## config.mk

```make
export PLATFORM = sky130hd
export DESIGN_NAME = ethernet_rx_frame_filter
export DESIGN_NICKNAME = d
export VERILOG_FILES = /design/src/rtl/erff_pkg.sv /design/src/rtl/erff_front.sv /design/src/rtl/erff_queue.sv /design/src/rtl/erff_back.sv /design/src/rtl/ethernet_rx_frame_filter.sv
export SDC_FILE = /design/constraint.sdc
export NUM_CORES = 1
export LEC_CHECK = 0
export ABC_AREA = 1
export BUFFER_PORTS_ARGS = -buffer_cell sky130_fd_sc_hd__buf_2
export CELL_PAD_IN_SITES_DETAIL_PLACEMENT = 1
export CELL_PAD_IN_SITES_GLOBAL_PLACEMENT = 1
export CORE_ASPECT_RATIO = 1.4
export CORE_MARGIN = 5
export CORE_UTILIZATION = 44
export CTS_BUF_LIST = sky130_fd_sc_hd__clkbuf_8
export CTS_CLUSTER_SIZE = 12
export DETAILED_ROUTE_END_ITERATION = 12
export PLACE_DENSITY_LB_ADDON = 0.1
export SETUP_SLACK_MARGIN = 0.5
export SYNTH_ARGS = -nofsm -noshare
export SYNTH_HDL_FRONTEND = slang
export SYNTH_SLANG_ARGS = --single-unit
```

## constraint.sdc

```tcl
create_clock -name aclk -period 8.25 [get_ports aclk]
set_clock_uncertainty 0.15 [all_clocks]
set_input_delay 2.0625 -clock aclk [delete_from_list [all_inputs] [get_ports aclk]]
set_output_delay 2.0625 -clock aclk [all_outputs]
set_load 0.005 [all_outputs]
```

## src/rtl/erff_pkg.sv

```systemverilog
// ----------------------------------------------------------------------------
// erff_pkg
// Shared types and constants of the receive frame filter: header layout,
// verdict codes, the per-frame record handed from front to back, and config.
// ----------------------------------------------------------------------------
package erff_pkg;

    localparam int MAC_W      = 48;
    localparam int TYPE_W     = 16;
    localparam int COUNT_W    = 15;
    localparam int PAYLOAD_W  = 14;
    localparam int BYTE_W     = 8;
    localparam int CFG_IDX_W  = 1;
    localparam int CFG_DATA_W = 48;

    // byte positions in the header
    localparam logic [COUNT_W-1:0] DEST_END   = COUNT_W'(6);
    localparam logic [COUNT_W-1:0] SRC_END    = COUNT_W'(12);
    localparam logic [COUNT_W-1:0] HDR_BYTES  = COUNT_W'(14);
    localparam logic [COUNT_W-1:0] COUNT_MAX  = {COUNT_W{1'b1}};

    localparam logic [TYPE_W-1:0] TYPE_ARP  = 16'h0806;
    localparam logic [TYPE_W-1:0] TYPE_IPV4 = 16'h0800;
    localparam logic [MAC_W-1:0]  MAC_BCAST = {MAC_W{1'b1}};
    localparam int                MCAST_BIT = 40;

    localparam logic [PAYLOAD_W-1:0] MAX_PAYLOAD_RST = PAYLOAD_W'(1500);

    // depth of the queue between front and back
    localparam int QUEUE_DEPTH = 2;

    typedef enum logic [CFG_IDX_W-1:0] {
        CFG_STATION_MAC = 1'b0,
        CFG_MAX_PAYLOAD = 1'b1
    } cfg_index_t;

    typedef enum logic [2:0] {
        VERDICT_ARP     = 3'd0,
        VERDICT_IPV4    = 3'd1,
        VERDICT_INVALID = 3'd2,
        VERDICT_NOTUS   = 3'd3,
        VERDICT_UNSUP   = 3'd4
    } verdict_t;

    // header fields and length of one finished frame
    typedef struct packed {
        logic [MAC_W-1:0]   dest_mac;
        logic [MAC_W-1:0]   src_mac;
        logic [TYPE_W-1:0]  ether_type;
        logic [COUNT_W-1:0] frame_len;
    } frame_rec_t;

    typedef struct packed {
        logic [MAC_W-1:0]     station_mac;
        logic [PAYLOAD_W-1:0] max_payload;
    } filt_cfg_t;

endpackage

```

## src/rtl/erff_front.sv

```systemverilog
// ----------------------------------------------------------------------------
// erff_front
// Byte intake: shifts in the header fields, counts frame bytes with
// saturation and pushes one frame record into the queue on the last byte.
// ----------------------------------------------------------------------------
module erff_front import erff_pkg::*; (
    input  logic              aclk,
    input  logic              aresetn,
    input  logic              s_valid,
    output logic              s_ready,
    input  logic [BYTE_W-1:0] s_data_byte,
    input  logic              s_last_byte,
    input  logic              q_full,
    output logic              q_push,
    output frame_rec_t        q_push_rec
);

    logic [COUNT_W-1:0] count_reg, count_next;
    logic [MAC_W-1:0]   dest_reg, dest_next;
    logic [MAC_W-1:0]   src_reg, src_next;
    logic [TYPE_W-1:0]  type_reg, type_next;
    logic               accept;

    assign s_ready = !q_full;
    assign accept  = s_valid && !q_full;

    // header capture and byte count for the byte being accepted
    always_comb begin
        dest_next  = dest_reg;
        src_next   = src_reg;
        type_next  = type_reg;
        count_next = count_reg;
        if (count_reg < DEST_END) begin
            dest_next = {dest_reg[MAC_W-BYTE_W-1:0], s_data_byte};
        end else if (count_reg < SRC_END) begin
            src_next = {src_reg[MAC_W-BYTE_W-1:0], s_data_byte};
        end else if (count_reg < HDR_BYTES) begin
            type_next = {type_reg[TYPE_W-BYTE_W-1:0], s_data_byte};
        end
        if (count_reg != COUNT_MAX) begin
            count_next = count_reg + COUNT_W'(1);
        end
    end

    // finished frame record
    assign q_push                = accept && s_last_byte;
    assign q_push_rec.dest_mac   = dest_next;
    assign q_push_rec.src_mac    = src_next;
    assign q_push_rec.ether_type = type_next;
    assign q_push_rec.frame_len  = count_next;

    // frame state, cleared after the last byte
    always_ff @(posedge aclk) begin
        if (!aresetn) begin
            count_reg <= '0;
            dest_reg  <= '0;
            src_reg   <= '0;
            type_reg  <= '0;
        end else if (accept) begin
            if (s_last_byte) begin
                count_reg <= '0;
                dest_reg  <= '0;
                src_reg   <= '0;
                type_reg  <= '0;
            end else begin
                count_reg <= count_next;
                dest_reg  <= dest_next;
                src_reg   <= src_next;
                type_reg  <= type_next;
            end
        end
    end

endmodule

```

## src/rtl/erff_queue.sv

```systemverilog
// ----------------------------------------------------------------------------
// erff_queue
// Short first-in first-out queue of frame records between front and back.
// ----------------------------------------------------------------------------
module erff_queue import erff_pkg::*; (
    input  logic       aclk,
    input  logic       aresetn,
    input  logic       push,
    input  frame_rec_t push_rec,
    output logic       full,
    input  logic       pop,
    output logic       not_empty,
    output frame_rec_t head_rec
);

    localparam int PTR_W = (QUEUE_DEPTH > 1) ? $clog2(QUEUE_DEPTH) : 1;
    localparam int CNT_W = $clog2(QUEUE_DEPTH + 1);
    localparam logic [PTR_W-1:0] PTR_LAST = PTR_W'(QUEUE_DEPTH - 1);
    localparam logic [CNT_W-1:0] CNT_FULL = CNT_W'(QUEUE_DEPTH);

    frame_rec_t         entry_reg [QUEUE_DEPTH];
    logic [PTR_W-1:0]   wptr_reg, wptr_next;
    logic [PTR_W-1:0]   rptr_reg, rptr_next;
    logic [CNT_W-1:0]   cnt_reg, cnt_next;
    logic               do_push, do_pop;

    assign full      = (cnt_reg == CNT_FULL);
    assign not_empty = (cnt_reg != '0);
    assign head_rec  = entry_reg[rptr_reg];
    assign do_push   = push && !full;
    assign do_pop    = pop && not_empty;

    // pointer and fill count update
    always_comb begin
        wptr_next = wptr_reg;
        rptr_next = rptr_reg;
        cnt_next  = cnt_reg;
        if (do_push) begin
            wptr_next = (wptr_reg == PTR_LAST) ? '0 : wptr_reg + PTR_W'(1);
        end
        if (do_pop) begin
            rptr_next = (rptr_reg == PTR_LAST) ? '0 : rptr_reg + PTR_W'(1);
        end
        if (do_push && !do_pop) begin
            cnt_next = cnt_reg + CNT_W'(1);
        end else if (do_pop && !do_push) begin
            cnt_next = cnt_reg - CNT_W'(1);
        end
    end

    always_ff @(posedge aclk) begin
        if (!aresetn) begin
            wptr_reg <= '0;
            rptr_reg <= '0;
            cnt_reg  <= '0;
        end else begin
            wptr_reg <= wptr_next;
            rptr_reg <= rptr_next;
            cnt_reg  <= cnt_next;
        end
    end

    // entry storage
    always_ff @(posedge aclk) begin
        if (do_push) begin
            entry_reg[wptr_reg] <= push_rec;
        end
    end

endmodule

```

## src/rtl/erff_back.sv

```systemverilog
// ----------------------------------------------------------------------------
// erff_back
// Frame classification: judges the queued frame record against the config
// and holds the verdict in an output register until it is taken.
// ----------------------------------------------------------------------------
module erff_back import erff_pkg::*; (
    input  logic                 aclk,
    input  logic                 aresetn,
    input  filt_cfg_t            cfg,
    input  logic                 q_not_empty,
    input  frame_rec_t           q_head,
    output logic                 q_pop,
    output logic                 m_valid,
    input  logic                 m_ready,
    output logic [2:0]           m_verdict,
    output logic [MAC_W-1:0]     m_sender_mac,
    output logic [PAYLOAD_W-1:0] m_payload_bytes
);

    logic                 valid_reg, valid_next;
    verdict_t             verdict_reg, verdict_next;
    logic [MAC_W-1:0]     sender_reg, sender_next;
    logic [PAYLOAD_W-1:0] payload_reg, payload_next;
    logic [COUNT_W-1:0]   len_limit;
    logic [COUNT_W-1:0]   payload_len;
    logic                 len_bad, src_bad, dest_ok, short_frame;

    assign q_pop = q_not_empty && (!valid_reg || m_ready);

    // frame checks
    assign len_limit   = HDR_BYTES + COUNT_W'(cfg.max_payload);
    assign short_frame = q_head.frame_len < HDR_BYTES;
    assign len_bad     = short_frame || (q_head.frame_len > len_limit);
    assign src_bad     = (q_head.src_mac == '0) || q_head.src_mac[MCAST_BIT];
    assign dest_ok     = (q_head.dest_mac == cfg.station_mac)
                      || (q_head.dest_mac == MAC_BCAST)
                      || q_head.dest_mac[MCAST_BIT];
    assign payload_len = q_head.frame_len - HDR_BYTES;

    // verdict in priority order
    always_comb begin
        priority if (len_bad || src_bad) begin
            verdict_next = VERDICT_INVALID;
        end else if (!dest_ok) begin
            verdict_next = VERDICT_NOTUS;
        end else if (q_head.ether_type == TYPE_ARP) begin
            verdict_next = VERDICT_ARP;
        end else if (q_head.ether_type == TYPE_IPV4) begin
            verdict_next = VERDICT_IPV4;
        end else begin
            verdict_next = VERDICT_UNSUP;
        end
    end

    // result fields
    always_comb begin
        sender_next  = short_frame ? '0 : q_head.src_mac;
        payload_next = '0;
        if (verdict_next == VERDICT_ARP || verdict_next == VERDICT_IPV4) begin
            payload_next = payload_len[PAYLOAD_W-1:0];
        end
        valid_next = valid_reg;
        if (q_pop) begin
            valid_next = 1'b1;
        end else if (m_ready) begin
            valid_next = 1'b0;
        end
    end

    always_ff @(posedge aclk) begin
        if (!aresetn) begin
            valid_reg <= 1'b0;
        end else begin
            valid_reg <= valid_next;
        end
    end

    // output payload register
    always_ff @(posedge aclk) begin
        if (q_pop) begin
            verdict_reg <= verdict_next;
            sender_reg  <= sender_next;
            payload_reg <= payload_next;
        end
    end

    assign m_valid         = valid_reg;
    assign m_verdict       = verdict_reg;
    assign m_sender_mac    = sender_reg;
    assign m_payload_bytes = payload_reg;

endmodule

```

## src/rtl/ethernet_rx_frame_filter.sv

```systemverilog
// Throughput: one frame byte accepted per clock, back to back across frames,
// while the record queue is not full. The last byte's record is queued, and
// the classifier registers its verdict once the output register is free.
// The two-entry record queue lets intake run while a verdict waits.
// Reset (aresetn, synchronous): clears byte count, header capture, queue and
// output valid; station_mac returns to zero and max_payload to 1500.
// ----------------------------------------------------------------------------
// ethernet_rx_frame_filter
// Receive address filter: captures the Ethernet header of each frame and
// returns one verdict, the sender address and the payload length per frame.
// ----------------------------------------------------------------------------
module ethernet_rx_frame_filter import erff_pkg::*; (
    input  logic                  aclk,
    input  logic                  aresetn,
    // configuration writes
    input  logic                  cfg_we,
    input  logic [CFG_IDX_W-1:0]  cfg_index,
    input  logic [CFG_DATA_W-1:0] cfg_data,
    // byte stream in
    input  logic                  s_valid,
    output logic                  s_ready,
    input  logic [BYTE_W-1:0]     s_data_byte,
    input  logic                  s_last_byte,
    // verdicts out
    output logic                  m_valid,
    input  logic                  m_ready,
    output logic [2:0]            m_verdict,
    output logic [MAC_W-1:0]      m_sender_mac,
    output logic [PAYLOAD_W-1:0]  m_payload_bytes
);

    logic [MAC_W-1:0]     station_mac_reg;
    logic [PAYLOAD_W-1:0] max_payload_reg;
    filt_cfg_t            cfg;
    logic                 q_full, q_push, q_pop, q_not_empty;
    frame_rec_t           q_push_rec, q_head;

    // config registers
    always_ff @(posedge aclk) begin
        if (!aresetn) begin
            station_mac_reg <= '0;
            max_payload_reg <= MAX_PAYLOAD_RST;
        end else if (cfg_we) begin
            unique case (cfg_index_t'(cfg_index))
                CFG_STATION_MAC: station_mac_reg <= cfg_data[MAC_W-1:0];
                CFG_MAX_PAYLOAD: max_payload_reg <= cfg_data[PAYLOAD_W-1:0];
                default: ;
            endcase
        end
    end

    assign cfg.station_mac = station_mac_reg;
    assign cfg.max_payload = max_payload_reg;

    erff_front u_front (
        .aclk        (aclk),
        .aresetn     (aresetn),
        .s_valid     (s_valid),
        .s_ready     (s_ready),
        .s_data_byte (s_data_byte),
        .s_last_byte (s_last_byte),
        .q_full      (q_full),
        .q_push      (q_push),
        .q_push_rec  (q_push_rec)
    );

    erff_queue u_queue (
        .aclk      (aclk),
        .aresetn   (aresetn),
        .push      (q_push),
        .push_rec  (q_push_rec),
        .full      (q_full),
        .pop       (q_pop),
        .not_empty (q_not_empty),
        .head_rec  (q_head)
    );

    erff_back u_back (
        .aclk            (aclk),
        .aresetn         (aresetn),
        .cfg             (cfg),
        .q_not_empty     (q_not_empty),
        .q_head          (q_head),
        .q_pop           (q_pop),
        .m_valid         (m_valid),
        .m_ready         (m_ready),
        .m_verdict       (m_verdict),
        .m_sender_mac    (m_sender_mac),
        .m_payload_bytes (m_payload_bytes)
    );

endmodule
```

==> metrics.md, run 1 <==
| Metric | Value |
|---|---|
| Status | finished, final reports clean |
| DP Worst Slack | 2763 ps |
| Count leader, synth | nand2_1 |
| Post-Syn Nets | 2471 |
| Final Core Density | 0.4971 |
| Setup violators final | 0 |
| Cts repair resizes | 0 |
| Final Hold Viols | 0 |
| Die footprint | 54830 um2 |
| Final Slew Violations | 0 |
| Die height | roughly 280 um |
| Flops & latches, synth | 514 |
| Crit path max fanout | 70 |
| Post-Syn Area | roughly 22000 um2 |
| Clk_lat worst skew | ~660 ps |
| Global-route wire length before repair | between 90000 and 100000 um |
| Reg2reg path depth | 14 |
| Clock Path Buffers | 3 |
| Largest cells by area after synthesis | edfxtp_1, dfxtp_1, nand2_1 |
| Area growth syn-to-layout | 12.30% |
| RSZ-0062 raised after global routing | no |
| DRT iter0 DRCs | ~730 |
| CTS root buffer | clkbuf_8 |
| H-tree levels | 3 |
| Leakage | a little under 10 nW |
| Hold/Removal Path Class | reg -> reg |
| Commonest cells post-synth | nand2_1, edfxtp_1, inv_1, nor2_1, dfxtp_1 |
| Largest net degree at the start of global routing | 128 |
| Max Fclk | around 210 MHz |
| Yosys top cell by area | edfxtp_1 |
| Post-DP HPWL | ~39000 um |
| Max_cap viols | 0 |
| I/O Buffers | 129 |
| Worst EP arrival | slightly below 5000 ps |
| Flop2flop setup slack | about 4100 ps |
| CP startpoint | s_valid |
| Final period util | 0.5751 |
| Post-layout instance area | 24800 um2 |
| Post-CTS setup buffer count | 0 |
| Ys async rst share | 0 |
| Syn Inst Count | 2389 |
| Number of flops mapped to enable cells by yosys | ~320 |
| Wire length per cell | 18.25 um |
| Most common flop cell mapped by yosys | edfxtp_1 |
| Startpoint class of the critical path | input pin |
| Placeable core region | 49880 um2 |
| Syn_area_per_cell | 9.243 um2 |
| Inserted Clock Buffers | 83 |
| Slew @ Worst Pin | slightly above 1000 ps |
| Final ANT Viol Nets | 0 |
| Gpl congestion | just under 0.8 |
| Critical path class | in -> reg |
| Register area share after synthesis | 0.6106 |
| Nets | ~2600 |
| Worst Hold Launch | u_queue.rptr_reg |
| Setup TNS | 0 ps |
| Io pins | between 100 and 150 |
| Die width | 199.3 um |
| Yosys top cell area share | 0.4338 |
| Layout cells sized above 1 | 0.1292 |
| Max reg flops | between 200 and 300 |
| Post-CTS Hold Fix Bufs | 0 |
| Count of different cell masters after synthesis | 37 |
| DP Area | between 20000 and 25000 um2 |
| Starting Density | 0.4427 |
| Hold Path Stages | 1 |
| Ys Warns | 0 |
| Initial antenna violation count | 1 |
| Clk sink count | around 500 |
| Via Count | ~16000 |
| Global route overflow | 0 |
| Power per cell area | ~280 nW/um2 |
| Global-route usage over all layers | 0.2148 |
| Data required, critical path | 8360 ps |
| Fin worst setup slack | approximately 3500 ps |
| Endpoint class of the critical path | flop |
| CTS tree | built |
| Initial DRT Pass Iterations | 5 |
| Critical R2R Capture | u_back.m_payload_bytes[8] |
| DRT Wirelength | slightly below 60000 um |
| Worst-path clk slew | roughly 60 ps |
| Vias per Instance | a little over 5 |
| Fin crit period | 4745 ps |
| Max-slew headroom | 0.3101 |
| # rows | 97 |
| Number of global-route vias before repair | 17458 |
| Worst vdd ir | roughly 0.20 mV |
| DRC viols | 0 |
## cell type report
| cell class | count | area, um2 |
|---|---|---|
| Fill cell | 5791 | 25090 |
| Sequential cell | 514 | 13490 |
| Multi-Input combinational cell | 1541 | 7234 |
| Clock buffer | 91 | 1252 |
| Inverter | 224 | 843.3 |
| Tap cell | 643 | 804.5 |
| Timing Repair Buffer | 146 | 785.8 |
| Clock inverter | 62 | 386.6 |
| Antenna cell | 1 | 2.502 |
## worst max-delay path, stage by stage
cell and delay, ps:
buf_2 100, nand2_4 390, nor2_1 320, inv_1 170, nor2_4 100, buf_4 660, buf_4 940
## stage by stage
stage	hold WS [ps]	cells	total power [mW]
floorplan	275.7	2389	4.269
global placement	284.3	3068	4.752
detailed placement	298.7	3068	4.812
CTS	312.2	3221	7.029
global route	322.0	3222	7.336
finish	307.5	3222	6.911
## placed cells by master (no fill, tap or decap), drive strengths merged, types with 13 or more instances in the layout
cell,netlist,final
inv,223,247
nand3b,31,31
buf,47,146
dfxtp,195,195
nand3,45,45
clkbuf,63,91
nor3,13,13
mux2,38,38
edfxtp,319,319
nor2,204,204
xor2,20,20
ha,19,19
nand4,13,13
a21oi,163,163
o21ai,189,189
nand2,769,769
clkinv,1,31
## power breakdown
group	internal, mW	switching [mW]	leakage, nW	total [mW]
Clock	1.15	1.04	0.929	2.19
Sequential	3.09	0.136	4.63	3.22
Combinational	0.457	1.04	4.11	1.50
Total	4.69	2.22	9.67	6.91
## logic make-up (layout without fill, tap and decap cells)
| logic type | after synthesis | after routing | synth area share |
|---|---|---|---|
| AOI/OAI and AO/OA | 360 | 360 | 0.08301 |
| DFF | 514 | 514 | 0.6106 |
| buffers and inverters | 334 | 523 | 0.06386 |
| other | 0 | 1 | 0 |
| muxes | 42 | 42 | 0.02119 |
| adders and majority gates | 19 | 19 | 0.01077 |
| xor gates and xnor gates | 31 | 31 | 0.01230 |
| and+or+nand+nor | 1089 | 1089 | 0.1983 |
## layer usage
layer	share of wire	up-vias	track usage
li1	-	8068	-
met1	0.41	8033	0.2521
met2	0.52	263	0.3915
met3	0.035	87	0.03173
met4	0.032	0	0.08727
met5	0	-	0
## how the worst max path moves through the flow
stage | end | slack, ps | cells after the start
6_report | u_queue.entry_reg[1][26] | 3510 | 7
5_1_grt | u_queue.entry_reg[1][26] | 3290 | 7
4_1_cts | u_queue.entry_reg[1][25] | 3480 | 7
3_5_place_dp | u_queue.entry_reg[1][69] | 2760 | 7
3_3_place_gp | u_queue.entry_reg[1][69] | 2820 | 7
2_1_floorplan | u_queue.entry_reg[0][0] | -320 | 5
No activity file was read; power rests on OpenSTA's default activity.
==> run 2, diff against run 1 <==
Clock period 8.25 ns to 4 ns, I/O delays scaled along.
==> run 2 against run 1 <==
Against the previous run: non-clock buffer count is 14 higher; routed wire length is 1.4% higher; first-iteration DRC count is 23% lower; sequential power is 110% higher; flip-flop and latch count stayed put; sequential share of layout area is 0.64 points lower; final cell count is 0.50% higher; total power is 110% higher; combinational power is 120% higher; core utilization is 0.59 points higher; hold slack better by 7.4 ps; register-to-register slack worse by 3300 ps; highest routed layer is now met5.
==> metrics.md, run 2 (synthesis results as in run 1) <==
| Metric | Value |
|---|---|
| Fillers | 5756 |
| Initial DRT Pass Iterations | 5 |
| Max Fclk | just over 300 MHz |
| Area growth syn-to-layout | 13.64% |
| # rows | slightly below 100 |
| Cell mode on critical path | nand2_1 |
| Hold/Removal Path Class | reg -> reg |
| Clk_lat worst skew | between 600 and 700 ps |
| DRT Wirelength | between 50000 and 60000 um |
| Max_cap viols | 0 |
| Leakage | just under 10 nW |
| Clk sink count | a little over 500 |
| Critical path class | reg -> reg |
| I/O Buffers | ~130 |
| Most frequent cells in the layout | nand2_1, edfxtp_1, inv_1 |
| Global-route wire length before repair | 92650 um |
| Post-CTS setup buffer count | 0 |
| Comb power frac | 0.229 |
| Final Slew Violations | 0 |
| Slew @ Worst Pin | 755.1 ps |
| DP Worst Slack | between 300 and 400 ps |
| Max-slew headroom | 0.4932 |
| Startpoint class of the critical path | flop |
| DRT iter0 DRCs | 562 |
| Net Sw Power | ~4.6 mW |
| Inserted Clock Buffers | 82 |
| Setup TNS | 0 ps |
| Layout cells sized above 1 | 0.1315 |
| Seq pwr share | 0.464 |
| Io pins | 130 |
| Vias per Instance | ~5 |
| Via Count | 16554 |
| Global-route usage over all layers | 0.2153 |
| Die footprint | 54830 um2 |
| Sw Ratio | 0.3216 |
| DRC viols | 0 |
| Gpl congestion | 0.8346 |
| Slowest stage cell, crit path | dfxtp_4 |
| Worst vdd ir | 0.3753 mV |
| CTS root buffer | clkbuf_8 |
| Global route overflow | 0 |
| Fin crit period | approximately 3200 ps |
| Crit path max fanout | 92 |
| Internal power | approximately 9.7 mW |
| Starting Density | 0.4427 |
| RSZ-0062 raised after global routing | no |
| Final ANT Viol Nets | 0 |
| Wire length per cell | 18.40 um |
| Worst-path clk slew | about 60 ps |
| Largest net degree at the start of global routing | around 130 |
| Number of global-route vias before repair | 17371 |
| Nets | ~2600 |
| Setup violators final | 0 |
| Clock Path Buffers | 3 |
| Commonest non-fill, non-tap cell in the layout | nand2_1 |
| Post-DP HPWL | slightly above 40000 um |
| Final period util | 0.8081 |
| CP Cell Sequence | buf_12 > nand2_1 > o21ai_1 > nand2_1 > nor2_1 > nand2_1 > nor2_1 > nand3_1 > nand2_1 > nor2_4 > nand3_4 > nor2_1 |
| Post-CTS Hold Fix Bufs | 0 |
| Placeable core region | ~50000 um2 |
| Max reg flops | between 200 and 300 |
| Status | finished, final reports clean |
| Die height | roughly 280 um |
| Clock power share | 0.307 |
| Worst EP arrival | 3470 ps |
| Endpoint class of the critical path | flop |
| Die width | roughly 200 um |
| Initial antenna violation count | 2 |
| Max incr delay on CP | approximately 500 ps |
| CTS tree | built |
| Final Hold Viols | 0 |
| Power per cell area | ~570 nW/um2 |
| H-tree levels | 3 |
| Fin worst setup slack | 767.4 ps |
| Data required, critical path | 4240 ps |
## run 2: changes by cell type in the layout (fill, tap and decap cells not counted), moves of 2 or more
| cell | previous run | this run |
|---|---|---|
| inv_1 | 241 | 255 |
| buf_12 | 1 | 16 |
| nand3_4 | 0 | 2 |
| clkinv_2 | 19 | 9 |
| inv_6 | 2 | 0 |
| nor2_4 | 3 | 5 |
| clkinv_1 | 12 | 10 |
## run 2: path summary, 6_finish.rpt
| check | cells past startpoint | startpoint | end | slack (ps) |
|---|---|---|---|---|
| worst max register to register | 12 | flop | u_back.m_payload_bytes[8] | 770 |
| worst max-delay path | 12 | flop | u_back.m_payload_bytes[8] | 770 |
| worst min-delay path | 2 | u_front.type_reg[12] | u_front.type_reg[12] | 310 |
| worst min register to register | 2 | u_front.type_reg[12] | u_front.type_reg[12] | 310 |
## run 2: layer usage
layer  track usage  share of wire  wire (um)  vias up
li1              -              -          -     8099
met1        0.2530           0.41      24640     8101
met2        0.3965           0.52      31230      266
met3       0.03442          0.037       2190       86
met4       0.07439          0.025       1504        2
met5             0        0.00034         20        -
## run 2: final cells by class
class | instances | area [um2] | share of cell area
multi-input cells | 1542 | 7282 | 0.2902
flip-flops and latches | 514 | 13490 | 0.5375
inverters | 224 | 843.3 | 0.03361
diodes | 1 | 2.502 | 0.00009973
well taps | 643 | 804.5 | 0.03206
clock inverters | 64 | 356.6 | 0.01421
clock buffers | 90 | 1239 | 0.04936
repair buffers | 160 | 1079 | 0.04298
## run 2: worst max-delay path: cells and delay by family (launching register included)
kind                   cells  cell delay, ps
DFF                        1             500
buffers and inverters      1             350
and+or+nand+nor           10            1460
AOI/OAI and AO/OA          1             420
## run 2: what timing repair did
item                                    in CTS  in global routing
cloned                                       0                  1
endpoints found under the setup margin      16                 15
resized for setup                            1                  7
## run 2: per-stage QoR
stage / hold WS (ps) / instance area [um2] / utilization / total power [mW] / std cells
after floorplan: 275.7 / 22130 / - / 8.765 / 2389
after global placement: 284.8 / 23460 / 0.4702 / 9.923 / 3082
after CTS: 310.5 / 25050 / 0.5022 / 14.45 / 3236
after detailed placement: 294.0 / 23460 / 0.4702 / 10.02 / 3082
after global routing: 333.5 / 25090 / 0.5030 / 15.12 / 3238
final: 314.9 / 25090 / 0.5030 / 14.26 / 3238
## run 2: power groups by stage
stage	sequential (mW)	combinational, mW	clock, mW
after CTS	6.63	3.32	4.51
after detailed placement	6.72	3.29	0
final	6.62	3.27	4.37
after global routing	6.68	3.65	4.80
after floorplan	6.68	2.09	0
after global placement	6.72	3.21	0
